$ cat config.mk
export PLATFORM = sky130hd
export DESIGN_NAME = masked_f1_score_counter
export DESIGN_NICKNAME = d
export VERILOG_FILES = /design/src/sv/mfsc_pkg.sv /design/src/sv/masked_f1_score_counter.sv
export SDC_FILE = /design/constraint.sdc
export NUM_CORES = 1
export LEC_CHECK = 0
export ABC_AREA = 0
export BUFFER_PORTS_ARGS = -buffer_cell sky130_fd_sc_hd__buf_2
export CORE_ASPECT_RATIO = 0.6
export CORE_UTILIZATION = 55
export DETAILED_ROUTE_END_ITERATION = 7
export PLACE_DENSITY = 0.77
export SLEW_MARGIN = 20
export SYNTH_ARGS = -nofsm -noshare
export SYNTH_HDL_FRONTEND = slang
export SYNTH_SLANG_ARGS = --single-unit
export TNS_END_PERCENT = 5
$ cat constraint.sdc
create_clock -name clk -period 3.2 [get_ports clk]
set_input_delay 0.32 -clock clk [delete_from_list [all_inputs] [get_ports clk]]
set_output_delay 0.32 -clock clk [all_outputs]
set_load 0.03 [all_outputs]
$ cat src/sv/mfsc_pkg.sv
package mfsc_pkg;

    // Width of the confusion counters.
    localparam int COUNT_BITS = 24;
    // Width of the count fields in a result.
    localparam int OUT_CNT_BITS = 24;
    // Quotient bits of the Q0.16 score.
    localparam int QUO_BITS = 16;
    localparam int STEP_BITS = $clog2(QUO_BITS);

    // Gray levels for foreground and background.
    localparam logic [7:0] GRAY_FG = 8'd0;
    localparam logic [7:0] GRAY_BG = 8'd255;

    localparam logic [COUNT_BITS-1:0] CNT_MAX = {COUNT_BITS{1'b1}};

    typedef struct packed {
        logic [7:0] mask_pixel;
        logic [7:0] predicted_pixel;
        logic [7:0] target_pixel;
        logic       last_pixel;
        logic [7:0] individual_tag;
    } mfsc_in_t;

    typedef struct packed {
        logic [QUO_BITS-1:0]     f1_frac;
        logic [OUT_CNT_BITS-1:0] true_pos;
        logic [OUT_CNT_BITS-1:0] false_pos;
        logic [OUT_CNT_BITS-1:0] false_neg;
        logic [7:0]              result_tag;
    } mfsc_out_t;

    // Saturating increment of a counter.
    function automatic logic [COUNT_BITS-1:0] sat_inc(input logic [COUNT_BITS-1:0] c);
        return (c == CNT_MAX) ? c : c + 1'b1;
    endfunction

    // A zero count is reported as one.
    function automatic logic [COUNT_BITS-1:0] bump_zero(input logic [COUNT_BITS-1:0] c);
        return (c == '0) ? {{(COUNT_BITS-1){1'b0}}, 1'b1} : c;
    endfunction

    // Fit a counter into the result count width.
    function automatic logic [OUT_CNT_BITS-1:0] to_out(input logic [COUNT_BITS-1:0] c);
        logic [COUNT_BITS+OUT_CNT_BITS-1:0] w;
        w = {{OUT_CNT_BITS{1'b0}}, c};
        return w[OUT_CNT_BITS-1:0];
    endfunction

endpackage

$ cat src/sv/masked_f1_score_counter.sv
// Channel  | Handshake           | Payload     | Direction
// ---------+---------------------+-------------+----------
// pixel    | in_valid / in_ready | in_data     | input
// result   | out_valid/out_ready | out_data    | output
//
// A pixel without the last mark is counted as it is taken; pixels stream back to back while no score is in progress.
// A last pixel starts the score: a setup state, the divider state (one quotient bit
// per cycle) and a final state that loads the result register, during which
// in_ready is low.
// A held score does not stop pixels; a new score waits in its final state until the held score is taken.
// Reset (rst_n, asynchronous, active low) clears the counters and the sequencer.
module masked_f1_score_counter
    import mfsc_pkg::*;
(
    input  logic      clk,
    input  logic      rst_n,
    input  logic      in_valid,
    output logic      in_ready,
    input  mfsc_in_t  in_data,
    output logic      out_valid,
    input  logic      out_ready,
    output mfsc_out_t out_data
);

    localparam logic [1:0] ST_IDLE  = 2'd0;
    localparam logic [1:0] ST_SETUP = 2'd1;
    localparam logic [1:0] ST_DIV   = 2'd2;
    localparam logic [1:0] ST_FIN   = 2'd3;

    localparam int DEN_BITS = COUNT_BITS + 2;

    logic [1:0]            state_reg, state_next;
    logic [STEP_BITS-1:0]  step_reg, step_next;
    logic [COUNT_BITS-1:0] tp_reg, tp_next, fp_reg, fp_next, fn_reg, fn_next;
    logic [COUNT_BITS-1:0] tp_res_reg, tp_res_next, fp_res_reg, fp_res_next;
    logic [COUNT_BITS-1:0] fn_res_reg, fn_res_next;
    logic [7:0]            tag_reg, tag_next;
    logic [DEN_BITS-1:0]   den_reg, den_next, rem_reg, rem_next;
    logic [QUO_BITS-1:0]   quo_reg, quo_next;
    logic                  out_valid_reg, out_valid_next;
    mfsc_out_t             out_reg, out_next;

    logic                  accept;
    logic                  is_tp, is_fp, is_fn;
    logic [COUNT_BITS-1:0] tp_upd, fp_upd, fn_upd;
    logic [DEN_BITS:0]     shifted, den_ext, diff;
    logic                  ge;
    logic                  out_free;

    assign in_ready  = (state_reg == ST_IDLE);
    assign accept    = in_valid && in_ready;
    assign out_valid = out_valid_reg;
    assign out_data  = out_reg;
    assign out_free  = !out_valid_reg || out_ready;

    // Classify the pixel and form the updated counts.
    always_comb
    begin
        is_tp  = (in_data.mask_pixel != 8'd0) && (in_data.predicted_pixel == GRAY_FG)
                 && (in_data.target_pixel == GRAY_FG);
        is_fp  = (in_data.mask_pixel != 8'd0) && (in_data.predicted_pixel == GRAY_FG)
                 && (in_data.target_pixel == GRAY_BG);
        is_fn  = (in_data.mask_pixel != 8'd0) && (in_data.predicted_pixel == GRAY_BG)
                 && (in_data.target_pixel == GRAY_FG);
        tp_upd = is_tp ? sat_inc(tp_reg) : tp_reg;
        fp_upd = is_fp ? sat_inc(fp_reg) : fp_reg;
        fn_upd = is_fn ? sat_inc(fn_reg) : fn_reg;
    end

    // Restoring divider step: shift the remainder and trial-subtract the divisor.
    always_comb
    begin
        shifted = {rem_reg, 1'b0};
        den_ext = {1'b0, den_reg};
        diff    = shifted - den_ext;
        ge      = (shifted >= den_ext);
    end

    // Sequencer and datapath next values.
    always_comb
    begin
        state_next     = state_reg;
        step_next      = step_reg;
        tp_next        = tp_reg;
        fp_next        = fp_reg;
        fn_next        = fn_reg;
        tp_res_next    = tp_res_reg;
        fp_res_next    = fp_res_reg;
        fn_res_next    = fn_res_reg;
        tag_next       = tag_reg;
        den_next       = den_reg;
        rem_next       = rem_reg;
        quo_next       = quo_reg;
        out_valid_next = out_valid_reg && !out_ready;
        out_next       = out_reg;

        unique case (state_reg)
            ST_IDLE:
            begin
                if (accept)
                begin
                    if (in_data.last_pixel)
                    begin
                        tp_res_next = bump_zero(tp_upd);
                        fp_res_next = bump_zero(fp_upd);
                        fn_res_next = bump_zero(fn_upd);
                        tag_next    = in_data.individual_tag;
                        tp_next     = '0;
                        fp_next     = '0;
                        fn_next     = '0;
                        state_next  = ST_SETUP;
                    end
                    else
                    begin
                        tp_next = tp_upd;
                        fp_next = fp_upd;
                        fn_next = fn_upd;
                    end
                end
            end
            ST_SETUP:
            begin
                // Numerator 2tp and divisor 2tp + fp + fn.
                rem_next   = {1'b0, tp_res_reg, 1'b0};
                den_next   = {1'b0, tp_res_reg, 1'b0} + {2'b00, fp_res_reg}
                             + {2'b00, fn_res_reg};
                quo_next   = '0;
                step_next  = '0;
                state_next = ST_DIV;
            end
            ST_DIV:
            begin
                rem_next = ge ? diff[DEN_BITS-1:0] : shifted[DEN_BITS-1:0];
                quo_next = {quo_reg[QUO_BITS-2:0], ge};
                step_next = step_reg + 1'b1;
                if (step_reg == STEP_BITS'(QUO_BITS - 1))
                begin
                    state_next = ST_FIN;
                end
            end
            ST_FIN:
            begin
                if (out_free)
                begin
                    out_next.f1_frac    = quo_reg;
                    out_next.true_pos   = to_out(tp_res_reg);
                    out_next.false_pos  = to_out(fp_res_reg);
                    out_next.false_neg  = to_out(fn_res_reg);
                    out_next.result_tag = tag_reg;
                    out_valid_next      = 1'b1;
                    state_next          = ST_IDLE;
                end
            end
            default:
            begin
                state_next = ST_IDLE;
            end
        endcase
    end

    // Control registers.
    always_ff @(posedge clk or negedge rst_n)
    begin
        if (!rst_n)
        begin
            state_reg     <= ST_IDLE;
            step_reg      <= '0;
            tp_reg        <= '0;
            fp_reg        <= '0;
            fn_reg        <= '0;
            out_valid_reg <= 1'b0;
        end
        else
        begin
            state_reg     <= state_next;
            step_reg      <= step_next;
            tp_reg        <= tp_next;
            fp_reg        <= fp_next;
            fn_reg        <= fn_next;
            out_valid_reg <= out_valid_next;
        end
    end

    // Payload registers.
    always_ff @(posedge clk)
    begin
        tp_res_reg <= tp_res_next;
        fp_res_reg <= fp_res_next;
        fn_res_reg <= fn_res_next;
        tag_reg    <= tag_next;
        den_reg    <= den_next;
        rem_reg    <= rem_next;
        quo_reg    <= quo_next;
        out_reg    <= out_next;
    end

endmodule

==> run_results.csv, run 1 <==
group,metric,value,unit
run_status,outcome,"complete, but fails checks",
run_status,failed_checks,"setup timing",
routing,vias_per_cell,6.00,
power,netSwitchingFraction,38.1,%
die,die_area,31800,um2
global_routing,grt_pass1_wl,73000,um
die,start_util,56.5,%
routing,ant_nets,0,
die,coreArea,30200,um2
finish,nFillCells,2138,
routing,wl_per_cell,20.8,um
finish,design_area,21200,um2
power,p_comb_share,42.9,%
finish,utilization,70.0,%
cts,cts_sinks,323,
global_routing,grt_pass1_vias,12800,
sta,finalSetupViolations,4,
yosys,post_synth.cell_area_avg,11.3,um2
finish,drive_above_1_share,26.2,%
worst_hold_path,hp-class,"in -> reg",
yosys,netlist_instances,1513,
global_routing,antenna_found_initial,0,
placement,gp_congestion,1.03,
sta,fin_crit_sh,105,%
cts,clkSlewWorstSetupHoldPaths,60,ps
sta,tns,-478,ps
global_routing,grt_usage,29.7,%
yosys,yosys_most_used_dff,"edfxtp_1",
setup_path,cp-start-kind,"flip-flop",
yosys,synth-edff-count,244,
die,die_w,230,um
sta,finalHoldViolCount,0,
setup_path,cp_max_fo,4,
yosys,synth.distinct_cells,75,
finish,largest_reg_flops,96,
cts,cts_buffers,30,
sta,tightest_slew,698,ps
sta,period_needed,3360,ps
sta,fin_ws,-159,ps
routing,num_vias,13800,
sta,timing.hold.ws,71.6,ps
setup_path,criticalPathCategory,"reg -> reg",
placement,dp_hpwl,35400,um
sta,clock.fmax,298,MHz
finish,antenna_cells,0,
power,leakage,8.97,nW
power,seqPwrFrac,36.2,%
setup_path,cp-end-kind,"flip-flop",
job,maxCapViolCount,0,
sta,timing.slew.headroom,53.0,%
cts,clk_latency,580,ps
yosys,synth_area_leader_cell,"edfxtp_1",
die,die_y,139,um
power,pwr_density_cell,804,nW/um2
yosys,yosys-top-cells-count,"edfxtp_1 (244), nand2_1 (124), nor2_1 (113)",
finish,area.growth.synth_to_final,23.8,%
power,power.share.clock,20.9,%
die,rows,49,
global_routing,grt_max_degree,94,
yosys,netlist_top_cells_area,"edfxtp_1 (43%), dfrtp_1 (12%), ha_1 (4.3%)",
setup_path,required,3590,ps
yosys,synth_area,17100,um2
routing,first_pass_iters,6,
cts,htree_levels,1,
routing,wirelength,47700,um
cts,cts-root-buf,"clkbuf_16",
routing,drc,0,
yosys,syn-num-nets,1634,
die,io_pins,135,
cts,cts_tree,"built",
power,ir_drop,0.583,mV
power,p_switching,6.48,mW
yosys,yosys_register_bits,323,
cts,cts_buffer_depth,3,
placement,port_buffers,134,
setup_path,r2r_setup_slack,-160,ps
sta,drv_slew,0,
sta,final.setup_skew,19.6,ps
power,intPower,10.5,mW
yosys,synth_top_area_share,42.9,%
finish,final_nets,1984,
placement,placed_area,19900,um2
routing,drt_iter0_markers,1542,
yosys,ys_seq_area_share,54.4,%
yosys,yosysWarnings,0,
sta,rsz0062_at_grt,"yes",
yosys,async_flop_share,24.5,%
yosys,synth_most_common_cell,"edfxtp_1",
global_routing,grt-ovfl-total,0,
setup_path,cp.arrival,3750,ps
==> path summary, 6_finish.rpt <==
check,from,end,cells past startpoint
hold reg to reg,tag_reg[1],out_data[1],0
setup / recovery,fn_reg[1],fn_res_reg[0],9
setup reg to reg,fn_reg[1],fn_res_reg[0],9
hold / removal,out_ready,out_valid,3
max in group asynchronous,rst_n,fn_reg[1],3
min in group asynchronous,rst_n,state_reg[1],2
==> layout make-up <==
cell class	count	area, um2	area share (%)
sequential	323	9300	44.0
timing repair buffer	396	2720	12.8
clock inverter	21	196	0.928
clock buffer	34	766	3.62
tap	408	510	2.41
inverter	68	255	1.21
multi-input combinational	1044	7410	35.0
==> placed cells by master, fill, tap and decap left out, types with 12 or more instances in the layout <==
cell type,instances
and3_1,23
a21oi_1,75
nor3_1,39
edfxtp_1,244
buf_4,249
nand3_1,50
inv_1,67
dfrtp_1,79
fa_1,24
buf_2,133
o31ai_1,12
o21ai_0,75
a21o_1,15
and2_1,21
clkbuf_16,30
nor2_1,111
xor2_1,42
xnor2_1,67
mux2i_1,34
ha_1,52
nor4_1,19
nand2_1,122
nand4_1,35
a22o_1,34
==> per-layer routing <==
metal / wire, um / share of wire (%) / GRT usage [%]
met1: 21900 / 46 / 45.4
met2: 19600 / 41 / 41.3
met3: 5190 / 11 / 9.25
met4: 974 / 2.0 / 6.42
met5: 0 / 0 / 0
==> metrics by stage <==
stage                     worst slack (ps)  total power [mW]  cells
after floorplan                      -86.0              10.9   1513
after global placement                -443              13.0   2227
after CTS                             -124              16.9   2293
after detailed placement              -574              13.2   2227
final                                 -159              17.0   2294
after global routing                  -293              17.9   2294
==> power groups by stage <==
stage	registers [mW]	logic (mW)	clock network (mW)
floorplan	6.72	4.19	0
global placement	6.21	6.81	0
detailed placement	6.23	7.01	0
CTS	6.17	7.12	3.59
global route	6.24	7.89	3.75
finish	6.16	7.29	3.55
==> cells by family (layout without fill, tap and decap cells) <==
kind of cell               after synthesis  after routing  synth area share [%]
AOI/OAI and AO/OA                      313            313                  12.3
muxes                                   40             40                  2.39
and+or+nand+nor                        498            498                  14.6
buffers and inverters                  146            519                  3.42
xor gates and xnor gates               109            109                  5.59
adders and majority gates               84             84                  7.25
DFF                                    323            323                  54.4
==> repair_timing <==
item | 4_1_cts | 5_1_grt
setup buffers | 2 | 1
pin swaps | 6 | 21
endpoints found under the hold margin | 36 | 0
setup endpoints to repair | 14 | 38
resized for setup | 20 | 21
hold buffers | 9 | 0
==> worst max-delay path, stage by stage (launching register included) <==
cell,delay [ps]
dfrtp_1,370
ha_1,190
nand4_2,170
or4_1,670
o311a_1,510
and3_2,270
nand4_1,170
nor3b_1,270
o21bai_1,230
o31ai_4,320
Note: power is estimated with default switching activity, not from simulation.
==> run 2: changes to the inputs <==
==> constraint.sdc (replaced) <==
create_clock -name clk -period 3.2 [get_ports clk]
set_input_delay 0.64 -clock clk [delete_from_list [all_inputs] [get_ports clk]]
set_output_delay 0.64 -clock clk [all_outputs]
set_load 0.03 [all_outputs]
==> run 2 against run 1 <==
The run still ends with setup timing left. Register-to-register slack worse by 30 ps. Critical endpoint is now den_reg[23]. Fmax shrank 1.0%. Non-clock buffer count grew 28. Largest cell class unchanged. Cell count is 1.3% higher. Utilization grew 0.89 points. Sequential power barely moved.
==> run_results.csv, run 2 (synthesis results as in run 1) <==
group,metric,value,unit
sta,final.setup_skew,11.3,ps
routing,ant_nets,0,
setup_path,cp_max_fo,2,
setup_path,criticalPathCategory,"reg -> reg",
finish,nFillCells,2141,
routing,drc,0,
sta,fin_ws,-192,ps
cts,cts_buffer_depth,3,
cts,cts_tree,"built",
global_routing,grt_pass1_wl,76300,um
placement,gp_congestion,1.01,
routing,drt_iter0_markers,1505,
die,start_util,56.5,%
worst_hold_path,hp-class,"in -> async",
run_status,failed_checks,"setup timing",
sta,finalHoldViolCount,0,
routing,vias_per_cell,6.03,
global_routing,grt_usage,31.1,%
cts,postCtsHoldBufs,0,
finish,area.growth.synth_to_final,25.4,%
finish,final_common_cell,"buf_4",
sta,timing.slew.headroom,32.3,%
setup_path,cp-start-kind,"flip-flop",
routing,first_pass_iters,5,
cts,cts_sinks,323,
global_routing,grt-ovfl-total,0,
cts,cts-root-buf,"clkbuf_16",
sta,fin_crit_sh,106,%
die,coreArea,30200,um2
setup_path,required,3520,ps
routing,wirelength,49700,um
die,die_area,31800,um2
placement,dp.cells,2253,
placement,port_buffers,134,
die,io_pins,135,
setup_path,cp-end-kind,"flip-flop",
sta,drv_slew,0,
job,maxCapViolCount,0,
finish,fin_cells,2323,
run_status,outcome,"complete, but fails checks",
global_routing,grt_max_degree,58,
power,leakage,9.15,nW
sta,finalSetupViolations,6,
finish,drive_above_1_share,28.2,%
finish,antenna_cells,0,
cts,cts_buffers,30,
placement,pre_cts_ws,-533,ps
finish,most-common-layout-cells,"buf_4 (287), edfxtp_1 (244), buf_2 (133), nand2_1 (123), nor2_1 (110)",
global_routing,grt_pass1_vias,13100,
cts,clkSlewWorstSetupHoldPaths,70,ps
sta,tightest_slew,990,ps
sta,rsz0062_at_grt,"yes",
die,die_y,139,um
sta,clock.fmax,295,MHz
sta,period_needed,3390,ps
placement,dp_hpwl,36700,um
finish,final_nets,2012,
setup_path,cp.arrival,3710,ps
global_routing,antenna_found_initial,0,
die,rows,49,
power,ir_drop,0.587,mV
cts,clk_latency,580,ps
cts,htree_levels,1,
power,pwr_density_cell,814,nW/um2
die,die_w,230,um
routing,num_vias,14000,
finish,largest_reg_flops,96,
routing,wl_per_cell,21.4,um
-- run 2: cell count changes in the layout (fill, tap and decap cells not counted), moves of 3 or more --
cell,change
clkinv_1,-4
clkinv_2,+3
buf_4,+38
dlygate4sd3_1,-9
-- run 2: per-layer routing --
| layer | GRT usage, % | vias to the layer above | routed length, um |
|---|---|---|---|
| li1 | - | 6349 | - |
| met3 | 7.87 | 88 | 5460 |
| met1 | 48.6 | 6833 | 22400 |
| met5 | 0 | - | 0 |
| met2 | 43.9 | 747 | 20800 |
| met4 | 5.89 | 0 | 1050 |
-- run 2: final timing paths --
check | startpoint | end | slack, ps | cells after the start
max | fp_res_reg[1] | den_reg[23] | -190 | 12
min | rst_n | step_reg[0] | 110 | 1
max reg2reg | fp_res_reg[1] | den_reg[23] | -190 | 12
min reg2reg | tag_reg[3] | out_data[3] | 420 | 0
max in group asynchronous | rst_n | tp_reg[15] | 2350 | 2
min in group clk | in_data[2] | tag_reg[2] | 240 | 1
-- run 2: worst max-delay path, cell delays in order, from the launching register on --
cell and delay [ps]:
edfxtp_1 430, fa_1 560, ha_2 190, inv_2 50, fa_2 370, nor2b_4 120
o31a_1 200, o31ai_4 120, o211ai_1 330, a41oi_1 160, buf_4 180, a311oi_4 310
xor2_1 120
-- run 2: layout make-up --
type                       count  area, um2  area share, %
sequential                   323       9310           43.4
multi-input combinational   1044       7430           34.7
timing repair buffer         424       2890           13.5
clock buffer                  35        791           3.69
tap                          408        510           2.38
inverter                      68        255           1.19
clock inverter                21        241           1.13
-- run 2: report_power, final --
| part | switching, mW | internal, mW | leakage [nW] | total (mW) |
|---|---|---|---|---|
| sequential | 0.402 | 5.79 | 3.45 | 6.19 |
| clock | 1.65 | 2.18 | 0.501 | 3.83 |
| combinational | 4.58 | 2.84 | 5.20 | 7.42 |
| total | 6.64 | 10.8 | 9.15 | 17.4 |
-- run 2: repair_timing --
| item | 4_1_cts | 5_1_grt |
|---|---|---|
| setup buffers | 11 | 4 |
| pin swaps | 17 | 10 |
| resized for setup | 27 | 19 |
| setup endpoints to repair | 17 | 42 |
-- run 2: metrics by stage --
step / setup TNS, ps / hold WS, ps / power [mW] / cell area [um2] / util, %
after floorplan: -9740 / 344 / 10.9 / 17100 / -
after global placement: -2710 / 400 / 13.0 / 20100 / 66.4
after detailed placement: -4260 / 405 / 13.3 / 20100 / 66.4
after CTS: -725 / 140 / 17.3 / 21300 / 70.5
after global routing: -1630 / 166 / 18.3 / 21400 / 70.9
final: -706 / 106 / 17.4 / 21400 / 70.9
==> run 3: changes to the inputs <==
Settings changed: CORE_ASPECT_RATIO 0.6 to unset.
==> run 3 against run 2 <==
Global-route usage down 3.2 points. Fmax is 3.3% higher. The flow still finishes with violations (setup timing). Via count down 5.6%.
==> run_results.csv, run 3 (synthesis results as in run 1) <==
group,metric,value,unit
placement,pre_cts_ws,-348,ps
global_routing,grt_max_degree,75,
routing,met3_length,2740,um
finish,nFillCells,2238,
setup_path,cp_top_family,"compound AO/OA/AOI/OAI gates",
sta,fin_ws,-85.1,ps
global_routing,antenna_found_initial,1,
finish,final_nets,1954,
power,seqPwrFrac,35.9,%
placement,dp.cells,2185,
finish,largest_reg_flops,96,
setup_path,path_cells,"fa_1 -> ha_2 -> inv_2 -> fa_2 -> nor2b_2 -> o31a_1 -> o31ai_4 -> o211ai_1 -> a41oi_2 -> a311oi_2 -> a21oi_1 -> o21bai_1",
cts,postCtsHoldBufs,0,
routing,vias_per_cell,5.87,
placement,gp_congestion,0.944,
routing,num_vias,13200,
setup_path,critPathBufInv,1,
cts,cts_buffer_depth,3,
die,start_util,55.9,%
global_routing,grt_usage,28.0,%
routing,wirelength,44400,um
setup_path,slowest_delay,540,ps
routing,wl_met1,18500,um
routing,wl_per_cell,19.7,um
global_routing,grt_pass1_wl,67900,um
setup_path,cp-start-kind,"flip-flop",
setup_path,required,3550,ps
cts,clkSlewWorstSetupHoldPaths,70,ps
job,maxCapViolCount,0,
setup_path,criticalPathCategory,"reg -> reg",
die,io_pins,135,
sta,finalSetupViolations,5,
sta,finalHoldViolCount,0,
finish,antenna_cells,0,
finish,most-common-layout-cells,"edfxtp_1 (244), buf_4 (223), buf_2 (133), nand2_1 (123), nor2_1 (111)",
cts,clk_latency,510,ps
power,intPower,10.9,mW
placement,port_buffers,134,
placement,dp_hpwl,32700,um
die,die_area,31800,um2
routing,drt_iter0_markers,1061,
power,p_switching,6.32,mW
die,die_w,178,um
finish,drive_above_1_share,25.2,%
cts,htree_levels,2,
power,p_comb_share,40.4,%
die,rows,64,
sta,tightest_slew,676,ps
sta,fin_crit_sh,103,%
cts,cts_tree,"built",
setup_path,cp_slowest_cell,"fa_1",
sta,rsz0062_at_grt,"yes",
routing,routed.top_layer,"met5",
worst_hold_path,hp-class,"in -> async",
setup_path,cp.arrival,3630,ps
cts,cts_sinks,323,
finish,design_area,21000,um2
routing,wl_met2,21000,um
finish,area.growth.synth_to_final,22.7,%
finish,fin_cells,2255,
routing,drc,0,
power,ir_drop,0.390,mV
power,leakage,8.87,nW
placement,placed_area,19600,um2
power,pwr_density_cell,821,nW/um2
sta,final.setup_skew,18.8,ps
global_routing,grt_pass1_vias,12800,
routing,ant_nets,0,
sta,timing.slew.headroom,54.9,%
sta,clock.fmax,304,MHz
setup_path,cp-end-kind,"flip-flop",
die,coreArea,30600,um2
run_status,outcome,"complete, but fails checks",
finish,utilization,68.6,%
sta,period_needed,3290,ps
sta,timing.hold.ws,119,ps
routing,first_pass_iters,5,
power,netSwitchingFraction,36.7,%
run_status,failed_checks,"setup timing",
cts,cts-root-buf,"clkbuf_16",
power,power.share.clock,23.7,%
sta,drv_slew,0,
die,die_y,178,um
finish,final_common_cell,"edfxtp_1",
global_routing,grt-ovfl-total,0,
setup_path,cp_max_fo,2,
cts,cts_buffers,36,
[run 3: stage by stage]
stage	total power [mW]	setup TNS, ps
floorplan	10.9	-9740
detailed placement	13.0	-2580
global route	18.2	-1160
finish	17.2	-257
global placement	12.9	-1330
CTS	17.2	-157
[run 3: final cells by class]
type / instances / area [um2] / share of cell area [%]
repair buffers: 360 / 2420 / 11.5
inverters: 68 / 255 / 1.22
well taps: 396 / 495 / 2.36
multi-input cells: 1044 / 7330 / 35.0
flip-flops and latches: 323 / 9300 / 44.4
clock inverters: 19 / 203 / 0.966
clock buffers: 45 / 966 / 4.61
[run 3: what timing repair did]
| action | CTS | global route |
|---|---|---|
| endpoints found under the setup margin | 15 | 22 |
| gates resized for setup | 16 | 10 |
| pin swaps | 11 | 8 |
| setup buffers | 5 | 1 |
[run 3: routing by layer]
| layer | GRT usage (%) | vias to the layer above |
|---|---|---|
| met5 | 0 | - |
| met4 | 13.7 | 2 |
| met3 | 4.01 | 109 |
| met2 | 45.5 | 514 |
| met1 | 37.0 | 6382 |
| li1 | - | 6222 |
[run 3: power groups by stage]
stage	registers (mW)	clock network (mW)	logic, mW
2_1_floorplan	6.72	0	4.19
3_3_place_gp	6.20	0	6.68
3_5_place_dp	6.25	0	6.78
4_1_cts	6.17	4.14	6.89
5_1_grt	6.26	4.30	7.59
6_report	6.17	4.08	6.95
[run 3: path summary, 6_finish.rpt]
| check | startpoint | endpoint | slack (ps) | cells after the start |
|---|---|---|---|---|
| min reg2reg | tag_reg[1] | out_data[1] | 430 | 0 |
| min | rst_n | fn_reg[20] | 120 | 1 |
| min in group clk | in_data[6] | tag_reg[6] | 310 | 1 |
| max | tp_res_reg[0] | den_reg[25] | -90 | 12 |
| max in group asynchronous | rst_n | step_reg[1] | 2360 | 2 |
| max reg2reg | tp_res_reg[0] | den_reg[25] | -90 | 12 |
